`config.mk`:
```
export PLATFORM = sky130hd
export DESIGN_NAME = line_point_rasterizer_core_flat
export DESIGN_NICKNAME = d
export VERILOG_FILES = /design/src/lpr_pkg.sv /design/src/lpr_in_if.sv /design/src/lpr_out_if.sv /design/src/lpr_front.sv /design/src/lpr_queue.sv /design/src/lpr_back.sv /design/src/line_point_rasterizer_core.sv /design/src/flat_wrapper.sv
export SDC_FILE = /design/constraint.sdc
export NUM_CORES = 1
export LEC_CHECK = 0
export BUFFER_PORTS_ARGS = -buffer_cell sky130_fd_sc_hd__buf_2
export CAP_MARGIN = 25
export CORE_AREA = 2 2 158 160
export CTS_CLUSTER_DIAMETER = 50
export CTS_CLUSTER_SIZE = 16
export DETAILED_ROUTE_END_ITERATION = 7
export DIE_AREA = 0 0 160 162
export GPL_ROUTABILITY_DRIVEN = 0
export PLACE_DENSITY_LB_ADDON = 0.3
export SETUP_SLACK_MARGIN = 0.02
export SYNTH_ARGS = -nofsm -noshare
export SYNTH_HDL_FRONTEND = slang
export SYNTH_SLANG_ARGS = --single-unit
```
`constraint.sdc`:
```
create_clock -name clk -period 6.7 [get_ports clk]
set_clock_uncertainty 0.2 [all_clocks]
set_input_delay 1.005 -clock clk [delete_from_list [all_inputs] [get_ports clk]]
set_output_delay 1.005 -clock clk [all_outputs]
set_load 0.02 [all_outputs]
```
`src/lpr_pkg.sv`:
```
`timescale 1ns / 1ps
`default_nettype none
// ----------------------------------------------------------------------------
// lpr_pkg
// Shared widths and the decoded command word of the line point rasterizer.
// ----------------------------------------------------------------------------
package lpr_pkg;

  localparam int COORD_W = 11;
  localparam int SPAN_W  = 12;
  localparam int ERR_W   = 14;
  localparam int QDEPTH  = 2;
  localparam int QPTR_W  = $clog2(QDEPTH);
  localparam int QCNT_W  = $clog2(QDEPTH + 1);

  typedef enum logic {
    ACT_START = 1'b0,
    ACT_STEP  = 1'b1
  } action_t;

  typedef struct packed {
    logic                is_start;
    logic                degenerate;
    logic                major_is_y;
    logic                major_dir;
    logic                minor_dir;
    logic [COORD_W-1:0]  cur_major;
    logic [COORD_W-1:0]  cur_minor;
    logic [SPAN_W-1:0]   major_span;
    logic [SPAN_W-1:0]   minor_span;
  } cmd_t;

endpackage
`default_nettype wire

```
`src/lpr_in_if.sv`:
```
`timescale 1ns / 1ps
`default_nettype none
// ----------------------------------------------------------------------------
// lpr_in_if
// Input channel: action word with segment endpoints.
// ----------------------------------------------------------------------------
interface lpr_in_if;
  logic        valid;
  logic        ready;
  logic        action;
  logic [10:0] start_x;
  logic [10:0] start_y;
  logic [10:0] end_x;
  logic [10:0] end_y;

  modport source (output valid, action, start_x, start_y, end_x, end_y, input ready);
  modport sink   (input valid, action, start_x, start_y, end_x, end_y, output ready);
endinterface
`default_nettype wire

```
`src/lpr_out_if.sv`:
```
`timescale 1ns / 1ps
`default_nettype none
// ----------------------------------------------------------------------------
// lpr_out_if
// Result channel: one emitted point word.
// ----------------------------------------------------------------------------
interface lpr_out_if;
  logic        valid;
  logic        ready;
  logic [10:0] point_x;
  logic [10:0] point_y;
  logic        point_valid;
  logic        last_point;

  modport source (output valid, point_x, point_y, point_valid, last_point, input ready);
  modport sink   (input valid, point_x, point_y, point_valid, last_point, output ready);
endinterface
`default_nettype wire

```
`src/lpr_front.sv`:
```
`timescale 1ns / 1ps
`default_nettype none
// ----------------------------------------------------------------------------
// lpr_front
// Classifies an input word: saturates endpoints, picks the major axis,
// directions and spans, and builds the command for the back end.
// ----------------------------------------------------------------------------
module lpr_front
  import lpr_pkg::*;
#(
  parameter int COORD_MAX = 2047
) (
  input  wire logic               action,
  input  wire logic [COORD_W-1:0] start_x,
  input  wire logic [COORD_W-1:0] start_y,
  input  wire logic [COORD_W-1:0] end_x,
  input  wire logic [COORD_W-1:0] end_y,
  output cmd_t                    cmd
);

  logic [COORD_W-1:0] sx, sy, ex, ey;
  logic [COORD_W-1:0] adx, ady;
  logic               from_start;

  function automatic logic [COORD_W-1:0] sat(input logic [COORD_W-1:0] c);
    logic [COORD_W-1:0] r;
    r = c;
    if (32'(c) > COORD_MAX) r = COORD_W'(COORD_MAX);
    return r;
  endfunction

  always_comb begin
    sx = sat(start_x);
    sy = sat(start_y);
    ex = sat(end_x);
    ey = sat(end_y);
    adx = (sx > ex) ? sx - ex : ex - sx;
    ady = (sy > ey) ? sy - ey : ey - sy;
    from_start = sx < ex;

    cmd            = '0;
    cmd.is_start   = (action == ACT_START);
    cmd.degenerate = (adx == '0) && (ady == '0);
    priority if (adx == '0) begin
      // vertical, lower row first
      cmd.major_is_y = 1'b1;
      cmd.cur_major  = (sy < ey) ? sy : ey;
      cmd.cur_minor  = sx;
      cmd.major_span = SPAN_W'(ady);
      cmd.minor_span = '0;
    end else if ((ady == '0) || (ady == adx)) begin
      // horizontal or diagonal, lower column first
      cmd.major_is_y = 1'b0;
      cmd.minor_dir  = from_start ? (ey < sy) : (sy < ey);
      cmd.cur_major  = from_start ? sx : ex;
      cmd.cur_minor  = from_start ? sy : ey;
      cmd.major_span = SPAN_W'(adx);
      cmd.minor_span = SPAN_W'(ady);
    end else if (ady > adx) begin
      cmd.major_is_y = 1'b1;
      cmd.major_dir  = ey < sy;
      cmd.minor_dir  = ex < sx;
      cmd.cur_major  = sy;
      cmd.cur_minor  = sx;
      cmd.major_span = SPAN_W'(ady);
      cmd.minor_span = SPAN_W'(adx);
    end else begin
      cmd.major_is_y = 1'b0;
      cmd.major_dir  = ex < sx;
      cmd.minor_dir  = ey < sy;
      cmd.cur_major  = sx;
      cmd.cur_minor  = sy;
      cmd.major_span = SPAN_W'(adx);
      cmd.minor_span = SPAN_W'(ady);
    end
  end

endmodule
`default_nettype wire

```
`src/lpr_queue.sv`:
```
`timescale 1ns / 1ps
`default_nettype none
// ----------------------------------------------------------------------------
// lpr_queue
// Short command queue between the classifier and the stepping engine.
// ----------------------------------------------------------------------------
module lpr_queue
  import lpr_pkg::*;
(
  input  wire logic clk,
  input  wire logic rst_n,
  input  wire logic push,
  input  wire cmd_t push_data,
  output logic      full,
  input  wire logic pop,
  output cmd_t      pop_data,
  output logic      not_empty
);

  cmd_t              mem_r [QDEPTH];
  logic [QPTR_W-1:0] wr_ptr_r, rd_ptr_r;
  logic [QCNT_W-1:0] count_r;

  assign full      = (count_r == QCNT_W'(QDEPTH));
  assign not_empty = (count_r != '0);
  assign pop_data  = mem_r[rd_ptr_r];

  always_ff @(posedge clk) begin
    if (push) mem_r[wr_ptr_r] <= push_data;
  end

  always_ff @(posedge clk) begin
    if (!rst_n) begin
      wr_ptr_r <= '0;
      rd_ptr_r <= '0;
      count_r  <= '0;
    end else begin
      if (push) wr_ptr_r <= (wr_ptr_r == QPTR_W'(QDEPTH - 1)) ? '0 : wr_ptr_r + 1'b1;
      if (pop)  rd_ptr_r <= (rd_ptr_r == QPTR_W'(QDEPTH - 1)) ? '0 : rd_ptr_r + 1'b1;
      count_r <= count_r + QCNT_W'(push) - QCNT_W'(pop);
    end
  end

  a_no_push_full: assert property (@(posedge clk) disable iff (!rst_n) !(push && full))
    else $error("push into full queue");
  a_no_pop_empty: assert property (@(posedge clk) disable iff (!rst_n) !(pop && !not_empty))
    else $error("pop from empty queue");
  a_count_up: assert property (@(posedge clk) disable iff (!rst_n)
    (push && !pop) |=> (count_r == $past(count_r) + 1'b1))
    else $error("queue count did not advance on push");

endmodule
`default_nettype wire

```
`src/lpr_back.sv`:
```
`timescale 1ns / 1ps
`default_nettype none
// ----------------------------------------------------------------------------
// lpr_back
// Stepping engine: holds the segment state, advances one point per command
// and drives the registered result word.
// ----------------------------------------------------------------------------
module lpr_back
  import lpr_pkg::*;
(
  input  wire logic       clk,
  input  wire logic       rst_n,
  input  wire logic       cmd_avail,
  input  wire cmd_t       cmd,
  output logic            cmd_take,
  lpr_out_if.source       out_ch
);

  logic               active_r;
  logic [SPAN_W-1:0]  steps_left_r;
  logic [COORD_W-1:0] cur_major_r, cur_minor_r;
  logic               major_is_y_r, major_dir_r, minor_dir_r;
  logic [SPAN_W-1:0]  maj_span_r, min_span_r;
  logic [ERR_W-1:0]   err_r;

  logic               out_valid_r;
  logic [COORD_W-1:0] point_x_r, point_y_r;
  logic               point_valid_r, last_r;

  logic [COORD_W-1:0] major_nxt, minor_nxt;
  logic [ERR_W-1:0]   err_sum, err_nxt;
  logic [SPAN_W-1:0]  steps_nxt;
  logic               minor_step, can_step;

  assign cmd_take = cmd_avail && (!out_valid_r || out_ch.ready);
  assign can_step = active_r && (steps_left_r != '0);

  always_comb begin
    major_nxt  = major_dir_r ? cur_major_r - 1'b1 : cur_major_r + 1'b1;
    err_sum    = err_r + ERR_W'({min_span_r, 1'b0});
    minor_step = err_sum >= ERR_W'({maj_span_r, 1'b0});
    err_nxt    = minor_step ? err_sum - ERR_W'({maj_span_r, 1'b0}) : err_sum;
    minor_nxt  = cur_minor_r;
    if (minor_step) minor_nxt = minor_dir_r ? cur_minor_r - 1'b1 : cur_minor_r + 1'b1;
    steps_nxt  = steps_left_r - 1'b1;
  end

  always_ff @(posedge clk) begin
    if (!rst_n) begin
      active_r      <= 1'b0;
      steps_left_r  <= '0;
      out_valid_r   <= 1'b0;
      cur_major_r   <= '0;
      cur_minor_r   <= '0;
      major_is_y_r  <= 1'b0;
      major_dir_r   <= 1'b0;
      minor_dir_r   <= 1'b0;
      maj_span_r    <= '0;
      min_span_r    <= '0;
      err_r         <= '0;
      point_x_r     <= '0;
      point_y_r     <= '0;
      point_valid_r <= 1'b0;
      last_r        <= 1'b0;
    end else begin
      if (cmd_take) begin
        out_valid_r <= 1'b1;
        if (cmd.is_start) begin
          if (cmd.degenerate) begin
            active_r      <= 1'b0;
            steps_left_r  <= '0;
            point_x_r     <= '0;
            point_y_r     <= '0;
            point_valid_r <= 1'b0;
            last_r        <= 1'b0;
          end else begin
            active_r      <= 1'b1;
            steps_left_r  <= cmd.major_span;
            cur_major_r   <= cmd.cur_major;
            cur_minor_r   <= cmd.cur_minor;
            major_is_y_r  <= cmd.major_is_y;
            major_dir_r   <= cmd.major_dir;
            minor_dir_r   <= cmd.minor_dir;
            maj_span_r    <= cmd.major_span;
            min_span_r    <= cmd.minor_span;
            err_r         <= ERR_W'(cmd.major_span) - ERR_W'(cmd.minor_dir);
            point_valid_r <= 1'b1;
            last_r        <= 1'b0;
            point_x_r     <= cmd.major_is_y ? cmd.cur_minor : cmd.cur_major;
            point_y_r     <= cmd.major_is_y ? cmd.cur_major : cmd.cur_minor;
          end
        end else if (!can_step) begin
          active_r      <= 1'b0;
          point_x_r     <= '0;
          point_y_r     <= '0;
          point_valid_r <= 1'b0;
          last_r        <= 1'b0;
        end else begin
          cur_major_r   <= major_nxt;
          cur_minor_r   <= minor_nxt;
          err_r         <= err_nxt;
          steps_left_r  <= steps_nxt;
          active_r      <= (steps_nxt != '0);
          point_valid_r <= 1'b1;
          last_r        <= (steps_nxt == '0);
          point_x_r     <= major_is_y_r ? minor_nxt : major_nxt;
          point_y_r     <= major_is_y_r ? major_nxt : minor_nxt;
        end
      end else if (out_ch.ready) begin
        out_valid_r <= 1'b0;
      end
    end
  end

  assign out_ch.valid       = out_valid_r;
  assign out_ch.point_x     = point_x_r;
  assign out_ch.point_y     = point_y_r;
  assign out_ch.point_valid = point_valid_r;
  assign out_ch.last_point  = last_r;

  a_invalid_zero: assert property (@(posedge clk) disable iff (!rst_n)
    (out_valid_r && !point_valid_r) |->
      (point_x_r == '0 && point_y_r == '0 && !last_r))
    else $error("invalid result word carries nonzero fields");
  a_last_ends: assert property (@(posedge clk) disable iff (!rst_n)
    (out_valid_r && last_r) |-> !active_r)
    else $error("segment still active after its last point");
  a_active_steps: assert property (@(posedge clk) disable iff (!rst_n)
    active_r |-> (steps_left_r != '0))
    else $error("active segment with no steps left");

endmodule
`default_nettype wire

```
`src/line_point_rasterizer_core.sv`:
```
`timescale 1ns / 1ps
`default_nettype none
// ----------------------------------------------------------------------------
// line_point_rasterizer_core
// Line rasterizer: start words load a segment, step words pull the next
// point; exact half-up minor coordinate from an integer error term.
// ----------------------------------------------------------------------------
// Each accepted word is queued, then registered as the result word on out_ch.
// Throughput: one word per cycle while out_ch is ready; the stepping engine holds
// on output stalls, and a 2-entry command queue decouples the classifier from them.
// Reset: no active segment, queue empty, no result pending.
// ----------------------------------------------------------------------------
module line_point_rasterizer_core
  import lpr_pkg::*;
#(
  parameter int COORD_MAX = 2047
) (
  input  wire logic clk,
  input  wire logic rst_n,
  lpr_in_if.sink    in_ch,
  lpr_out_if.source out_ch
);

  cmd_t front_cmd, q_cmd;
  logic q_full, q_not_empty, q_pop, push;

  assign in_ch.ready = !q_full;
  assign push        = in_ch.valid && !q_full;

  lpr_front #(.COORD_MAX(COORD_MAX)) u_front (
    .action  (in_ch.action),
    .start_x (in_ch.start_x),
    .start_y (in_ch.start_y),
    .end_x   (in_ch.end_x),
    .end_y   (in_ch.end_y),
    .cmd     (front_cmd)
  );

  lpr_queue u_queue (
    .clk       (clk),
    .rst_n     (rst_n),
    .push      (push),
    .push_data (front_cmd),
    .full      (q_full),
    .pop       (q_pop),
    .pop_data  (q_cmd),
    .not_empty (q_not_empty)
  );

  lpr_back u_back (
    .clk       (clk),
    .rst_n     (rst_n),
    .cmd_avail (q_not_empty),
    .cmd       (q_cmd),
    .cmd_take  (q_pop),
    .out_ch    (out_ch)
  );

endmodule
`default_nettype wire

```
`src/flat_wrapper.sv`:
```
// flat-port wrapper written by rule: the top's interface ports become plain ports
module line_point_rasterizer_core_flat import lpr_pkg::*;
#(
  parameter int COORD_MAX = 2047
)
  (clk, rst_n, in_ch_valid, in_ch_action, in_ch_start_x, in_ch_start_y, in_ch_end_x, in_ch_end_y, in_ch_ready, out_ch_valid, out_ch_point_x, out_ch_point_y, out_ch_point_valid, out_ch_last_point, out_ch_ready);
  lpr_in_if in_ch_i ();
  lpr_out_if out_ch_i ();
  input  wire logic clk;
  input  wire logic rst_n;
  input wire logic [$bits(in_ch_i.valid)-1:0] in_ch_valid;
  input wire logic [$bits(in_ch_i.action)-1:0] in_ch_action;
  input wire logic [$bits(in_ch_i.start_x)-1:0] in_ch_start_x;
  input wire logic [$bits(in_ch_i.start_y)-1:0] in_ch_start_y;
  input wire logic [$bits(in_ch_i.end_x)-1:0] in_ch_end_x;
  input wire logic [$bits(in_ch_i.end_y)-1:0] in_ch_end_y;
  output wire logic [$bits(in_ch_i.ready)-1:0] in_ch_ready;
  output wire logic [$bits(out_ch_i.valid)-1:0] out_ch_valid;
  output wire logic [$bits(out_ch_i.point_x)-1:0] out_ch_point_x;
  output wire logic [$bits(out_ch_i.point_y)-1:0] out_ch_point_y;
  output wire logic [$bits(out_ch_i.point_valid)-1:0] out_ch_point_valid;
  output wire logic [$bits(out_ch_i.last_point)-1:0] out_ch_last_point;
  input wire logic [$bits(out_ch_i.ready)-1:0] out_ch_ready;
  assign in_ch_i.valid = in_ch_valid;
  assign in_ch_i.action = in_ch_action;
  assign in_ch_i.start_x = in_ch_start_x;
  assign in_ch_i.start_y = in_ch_start_y;
  assign in_ch_i.end_x = in_ch_end_x;
  assign in_ch_i.end_y = in_ch_end_y;
  assign in_ch_ready = in_ch_i.ready;
  assign out_ch_valid = out_ch_i.valid;
  assign out_ch_point_x = out_ch_i.point_x;
  assign out_ch_point_y = out_ch_i.point_y;
  assign out_ch_point_valid = out_ch_i.point_valid;
  assign out_ch_last_point = out_ch_i.last_point;
  assign out_ch_i.ready = out_ch_ready;
  line_point_rasterizer_core #(.COORD_MAX(COORD_MAX)) u_core (.clk(clk), .rst_n(rst_n), .in_ch(in_ch_i), .out_ch(out_ch_i));
endmodule
```
## Word level (Yosys, flattened, before mapping)

Memories as Yosys holds them, arrays and structs flattened. A register that Yosys moved wholly into a read port is not among the register bits.
Index checks and enable logic that the tools add are counted.
W data, S select, Z words.

- Bits in latches: 0
- ROM bits: 0
- RAM bits: 102
- Output and inout port bits: 26
- Register bits after elaboration: 105
- Memories: 1

- Shifts and indexed selects: 0
- Multiplexer cells: 54
- $add $sub $neg: 16
- $lt $le $gt $ge: 8
- Bitwise gates (word level): 2
- Equality and inequality tests: 3
- Multiply operators: 0
- Reductions and logical operators: 19
- Divide/modulo/power cells: 0

Memories:

| name | depth | width | rd ports | clocked after memory_dff | write ports | RTL line | source |
|---|---|---|---|---|---|---|---|
| u_core.u_queue.mem_r | 2 | 51 | 1 | 1 | 1 | lpr_queue.sv:20 | `cmd_t mem_r [QDEPTH];` |

Operator list:

| operator | count |
|---|---|
| $mux W11 | 24 |
| $mux W14 | 4 |
| $mux W49 | 1 |
| $mux W47 | 1 |
| $mux W46 | 1 |
| $lt A11 B11 Y1 | 4 |
| $sub A11 B11 Y11 | 4 |
| $mux W12 | 3 |
| $gt A11 B11 Y1 | 3 |
| $reduce_bool A12 Y1 | 2 |
| $add A11 B1 Y11 const B | 2 |
| $logic_not A11 Y1 | 2 |
| $sub A11 B1 Y11 const B | 2 |
| $mux W1 | 19 |
| $add A14 B13 Y14 | 1 |
| $ge A14 B13 Y1 | 1 |
| $sub A14 B13 Y14 | 1 |
| $sub A12 B1 Y13 | 1 |
| $logic_not A12 Y1 | 1 |
| $sub A12 B1 Y12 const B | 1 |
| $eq A11 B11 Y1 | 1 |
| $reduce_and A3 Y1 | 2 |
| $reduce_bool A2 Y1 | 3 |
| $logic_and A1 B1 Y1 | 4 |
| other kinds (10) | 14 |

## Depth between registers and ports, before layout

- Depth in word-level cells: 6
- Mapped depth: 23
- Gate-level depth less buffers: 22

## Modules after synthesis

A second synthesis with hierarchy kept.

- Cells, all modules: 1,659
- Area total of the unflattened synthesis: 15,049.4 um^2

By module, submodules not included:

| module | instances | sequential area each (um^2) | cells an instance | area each (um^2) |
|---|---|---|---|---|
| lpr_back | 1 | 2,021.9 | 946 | 7,228.2 |
| lpr_queue | 1 | 3,163.0 | 180 | 4,164.0 |
| lpr_front | 1 | 0.0 | 531 | 3,647.2 |
| line_point_rasterizer_core | 1 | 0.0 | 2 | 10.0 |

## Worst setup path before layout

Ideal clock, no wire load.

- Path kind: input-to-reg
- Start point: input port in_ch_end_y[9]
- End point: memory u_core.u_queue.mem_r[0][38] in the netlist's numbering (data pin)
- Cell stages on the path: 21
- Path buffers: 2
- Required time: 6.242 ns
- Setup slack: 1.019 ns
- Arrival: 5.223 ns
- Path through: inv_1 > ha_1 > and2_2 > and3_4 > a2111oi_2 > buf_6 > or3_1 > a32o_1 > a2111oi_2 > or3_1 > xnor2_2 > ha_1 > nand3_1 > o21bai_1 > inv_1 > nand3_1 > o221ai_1 > o211ai_4 > buf_6 > o221ai_1 > o21ba_1

RTL lines:

| what | RTL line | source |
|---|---|---|
| start: declaration | flat_wrapper.sv:16 | `input wire logic [$bits(in_ch_i.end_y)-1:0] in_ch_end_y;` |
| end: declaration | lpr_queue.sv:20 |  |

==> results.cfg <==
[clocking]
clock_path_buffers = 3
tritoncts_num_sinks = 202
postCtsResizedCells = 0
path_clk_slew_ns = 0.07
clk_latency_ns = 0.52
cts-root-buf = clkbuf_16
holdBufCountCts = 0
post-cts-setup-buffers = 0
cts_max_level = 1
numCtsBuffers = 22
cts_tree = yes

[route]
wire_per_inst_um = 20.0
dr.pass1.iters = 8
ant_nets = 0
wl_mm = 39.0
via_count = 12500
avgViaCountPerCell = 6.42
drt_iter0_markers = 1408
drc = 0

[power]
swShare_pct = 45.5
p_comb_share_pct = 58.2
ir_drop_mv = 0.468
seqPwrFrac_pct = 25.8
p_switching_uw = 3510
p_per_area_nw_per_um2 = 491
power.leakage_uw = 0.00665
p_int_uw = 4210
clkPwrFrac_pct = 15.9

[logic_synthesis]
synth_nets = 1735
synth_edf_count = 98
synth_top_area_share_pct = 20.6
ys_dominant_reg_cell = dfxtp_1
yosysMostFrequentCell = a21oi_1
synthTopCellsByCount = a21oi_1, o21ai_0, nand2_1, inv_1, dfxtp_1
ys_ff_latch = 202
synth_area_leader_cell = edfxtp_1
synthCells = 1578
yosysWarnings = 0
synth_area_leaders = edfxtp_1, dfxtp_1, ha_1
syn_area_um2 = 14300
async_reset_ff_share_pct = 0
syn_avg_cell_area_um2 = 9.05
yosysSeqAreaShare_pct = 35.2
synth_cell_type_count = 87

[setup_path]
cp-endpoint = u_core.u_queue.mem_r[0][28]
cp.required_ns = 6.75
critical_path_depth = 20
reg2reg_slack_ns = 1.54
worst_setup_path_end_kind = flop
critPathArrivalTime_ns = 6.17
timing.rr.end = u_core.u_back.cur_minor_r[3]
cp-start-kind = input port
crit_path_start = in_ch_end_x[4]
critPathMaxStageDelay_ns = 0.54
path_delay_family = compound AO/OA/AOI/OAI gates
crit_buf_inv = 3
ff2ff_path_depth = 19
path_max_fanout = 27
crit_type = in -> reg
critPathSlowestCell = a31o_1
path_cells = buf_2 -> inv_1 -> ha_1 -> and2_1 -> nor3b_1 -> a221oi_1 -> a31o_1 -> mux2i_4 -> nor4_1 -> o31ai_1 -> nand2_1 -> ha_1 -> nand3_1 -> o21bai_1 -> inv_1 -> nand3_1 -> o221ai_1 -> o211a_4 -> o21ai_0 -> o221a_1
r2r-start = u_core.u_back.min_span_r[0]

[global_routing]
grt_first_pass_wirelength_mm = 62.3
grt_usage_pct = 29.6
grt_pass1_vias = 12100
antenna_found_initial = 0
grt_max_degree = 105
overflow = 0

[sta]
fin_tns_setup_ns = 0
hold_viol = 0
maxSlewHeadroom_pct = 32.4
finalSetupViolations = 0
fin_crit_sh_pct = 91.3
fmax_mhz = 163
tightest_slew_ns = 1.01
min_period_ns = 6.12
rsz0062_at_grt = no
hold_ws_ns = 0.268
slew_violations = 0

[placed_design]
dpl.hpwl_mm = 28.2
io_buffers = 74
dpl.cell_count = 1911

[worst_hold_path]
min_path_type = reg -> reg

[final_layout]
antennaDiodeCount = 0
final_nets = 1770
fillCellCount = 1999
drive_gt1_share_pct = 11.8
final_cells = 1953
layout-area-overhead-vs-synth_pct = 10.0
final_util_pct = 65.2

[floorplanning]
io_pins = 75
die_w_um = 160
initial_core_util_pct = 59.3
row_count = 57
coreArea_um2 = 24100
die_area_um2 = 25900
dieHeight_um = 162

[status]
status = complete, no violations

[flow_run]
max_cap_violations = 0
per-stage QoR:
| stage | area (um^2) | setup slack, ns | total power, uW |
|---|---|---|---|
| 6_report | 15700 | 0.580 | 7710 |
| 5_1_grt | 15700 | 0.224 | 8240 |
| 4_1_cts | 15700 | 0.677 | 7610 |
| 3_5_place_dp | 14900 | 0.141 | 6360 |
| 3_3_place_gp | 14900 | 0.327 | 6220 |
| 2_1_floorplan | 14300 | 1.02 | 5340 |
kinds of logic (layout without fill, tap and decap cells):
| logic type | after synthesis | in the layout | share of synthesized area, % |
|---|---|---|---|
| and+or+nand+nor | 352 | 352 | 12.0 |
| xor gates and xnor gates | 65 | 65 | 4.04 |
| adders and majority gates | 109 | 109 | 9.95 |
| muxes | 99 | 99 | 7.09 |
| buffers and inverters | 200 | 251 | 5.67 |
| AOI/OAI and AO/OA | 551 | 551 | 26.1 |
| DFF | 202 | 202 | 35.2 |
worst reg2reg max path, cell delays in order, from the launching register on:
cell      delay [ns]
dfxtp_1         0.38
ha_1            0.19
inv_1           0.06
fa_1            0.46
nor2b_1         0.14
o21a_1          0.15
o21ai_0         0.15
a211oi_1        0.45
nor3_1          0.12
xnor2_1         0.18
ha_1            0.41
nand4_1         0.12
nor3_1          0.27
nor2_1          0.12
o211ai_1        0.10
buf_4           0.48
nor2_1          0.09
nor2_1          0.58
o21ai_0         0.18
a21oi_1         0.21
per-layer routing:
metal | wire length (um) | global-route usage [%] | vias to the layer above
li1 | - | - | 5891
met1 | 16600 | 39.8 | 5956
met2 | 18000 | 49.2 | 580
met3 | 2900 | 3.45 | 118
met4 | 1520 | 12.0 | 0
met5 | 0 | 0 | -
power groups by stage:
| stage | combinational (uW) | clock (uW) | sequential [uW] |
|---|---|---|---|
| final | 4490 | 1230 | 1990 |
| after global routing | 4910 | 1300 | 2030 |
| after CTS | 4390 | 1240 | 1990 |
| after detailed placement | 4350 | 0 | 2010 |
| after global placement | 4230 | 0 | 1990 |
| after floorplan | 3350 | 0 | 2000 |
area by class of cell:
class,count,area [um^2],share of cell area [%]
multi-input combinational,1176,8510,54.1
sequential,202,5030,32.0
timing repair buffer,100,618,3.93
clock buffer,25,583,3.71
inverter,111,417,2.65
tap,324,405,2.58
clock inverter,15,158,1.00
worst min-delay path by stage:
stage / start / to / cells after the start
after floorplan: u_core.u_back.cur_major_r[2] / u_core.u_back.cur_major_r[2] / 2
after global placement: u_core.u_back.out_ch.point_valid / u_core.u_back.out_ch.point_valid / 2
after detailed placement: u_core.u_back.cur_major_r[6] / u_core.u_back.cur_major_r[6] / 2
after CTS: u_core.u_back.cur_major_r[6] / u_core.u_back.cur_major_r[6] / 2
after global routing: u_core.u_back.out_ch.last_point / u_core.u_back.out_ch.last_point / 2
final: u_core.u_back.cur_major_r[6] / u_core.u_back.cur_major_r[6] / 2
sequential cells by signal, indices dropped and copies added (netlist names), 2 cells and up, named ones only:
name and cells:
u_core.u_queue.mem_r 98, u_core.u_back.err_r 14, u_core.u_back.steps_left_r 12, u_core.u_back.cur_major_r 11
u_core.u_back.cur_minor_r 11, u_core.u_back.maj_span_r 11, u_core.u_back.min_span_r 11, u_core.u_back.out_ch.point_x 11
u_core.u_back.out_ch.point_y 11, u_core.u_queue.count_r 2
layout by cell type (no fill, tap or decap), drive strengths merged, types with 8 or more instances in the layout:
master	synthesis	final
a211oi	14	14
a21boi	16	16
a21o	16	16
a21oi	156	156
a22oi	14	14
a31oi	10	10
and2	17	17
buf	18	100
clkbuf	71	25
dfxtp	104	104
edfxtp	98	98
fa	8	8
ha	100	100
inv	111	117
mux2i	92	92
nand2	124	124
nand3	25	25
nand4	9	9
nor2	77	77
nor2b	18	18
nor3	32	32
o2111ai	16	16
o211a	32	32
o211ai	21	21
o21a	8	8
o21ai	137	137
o21ba	11	11
o21bai	18	18
o221a	19	19
o221ai	16	16
or3	9	9
xnor2	52	52
xor2	13	13
(Power assumes the default switching activity.)
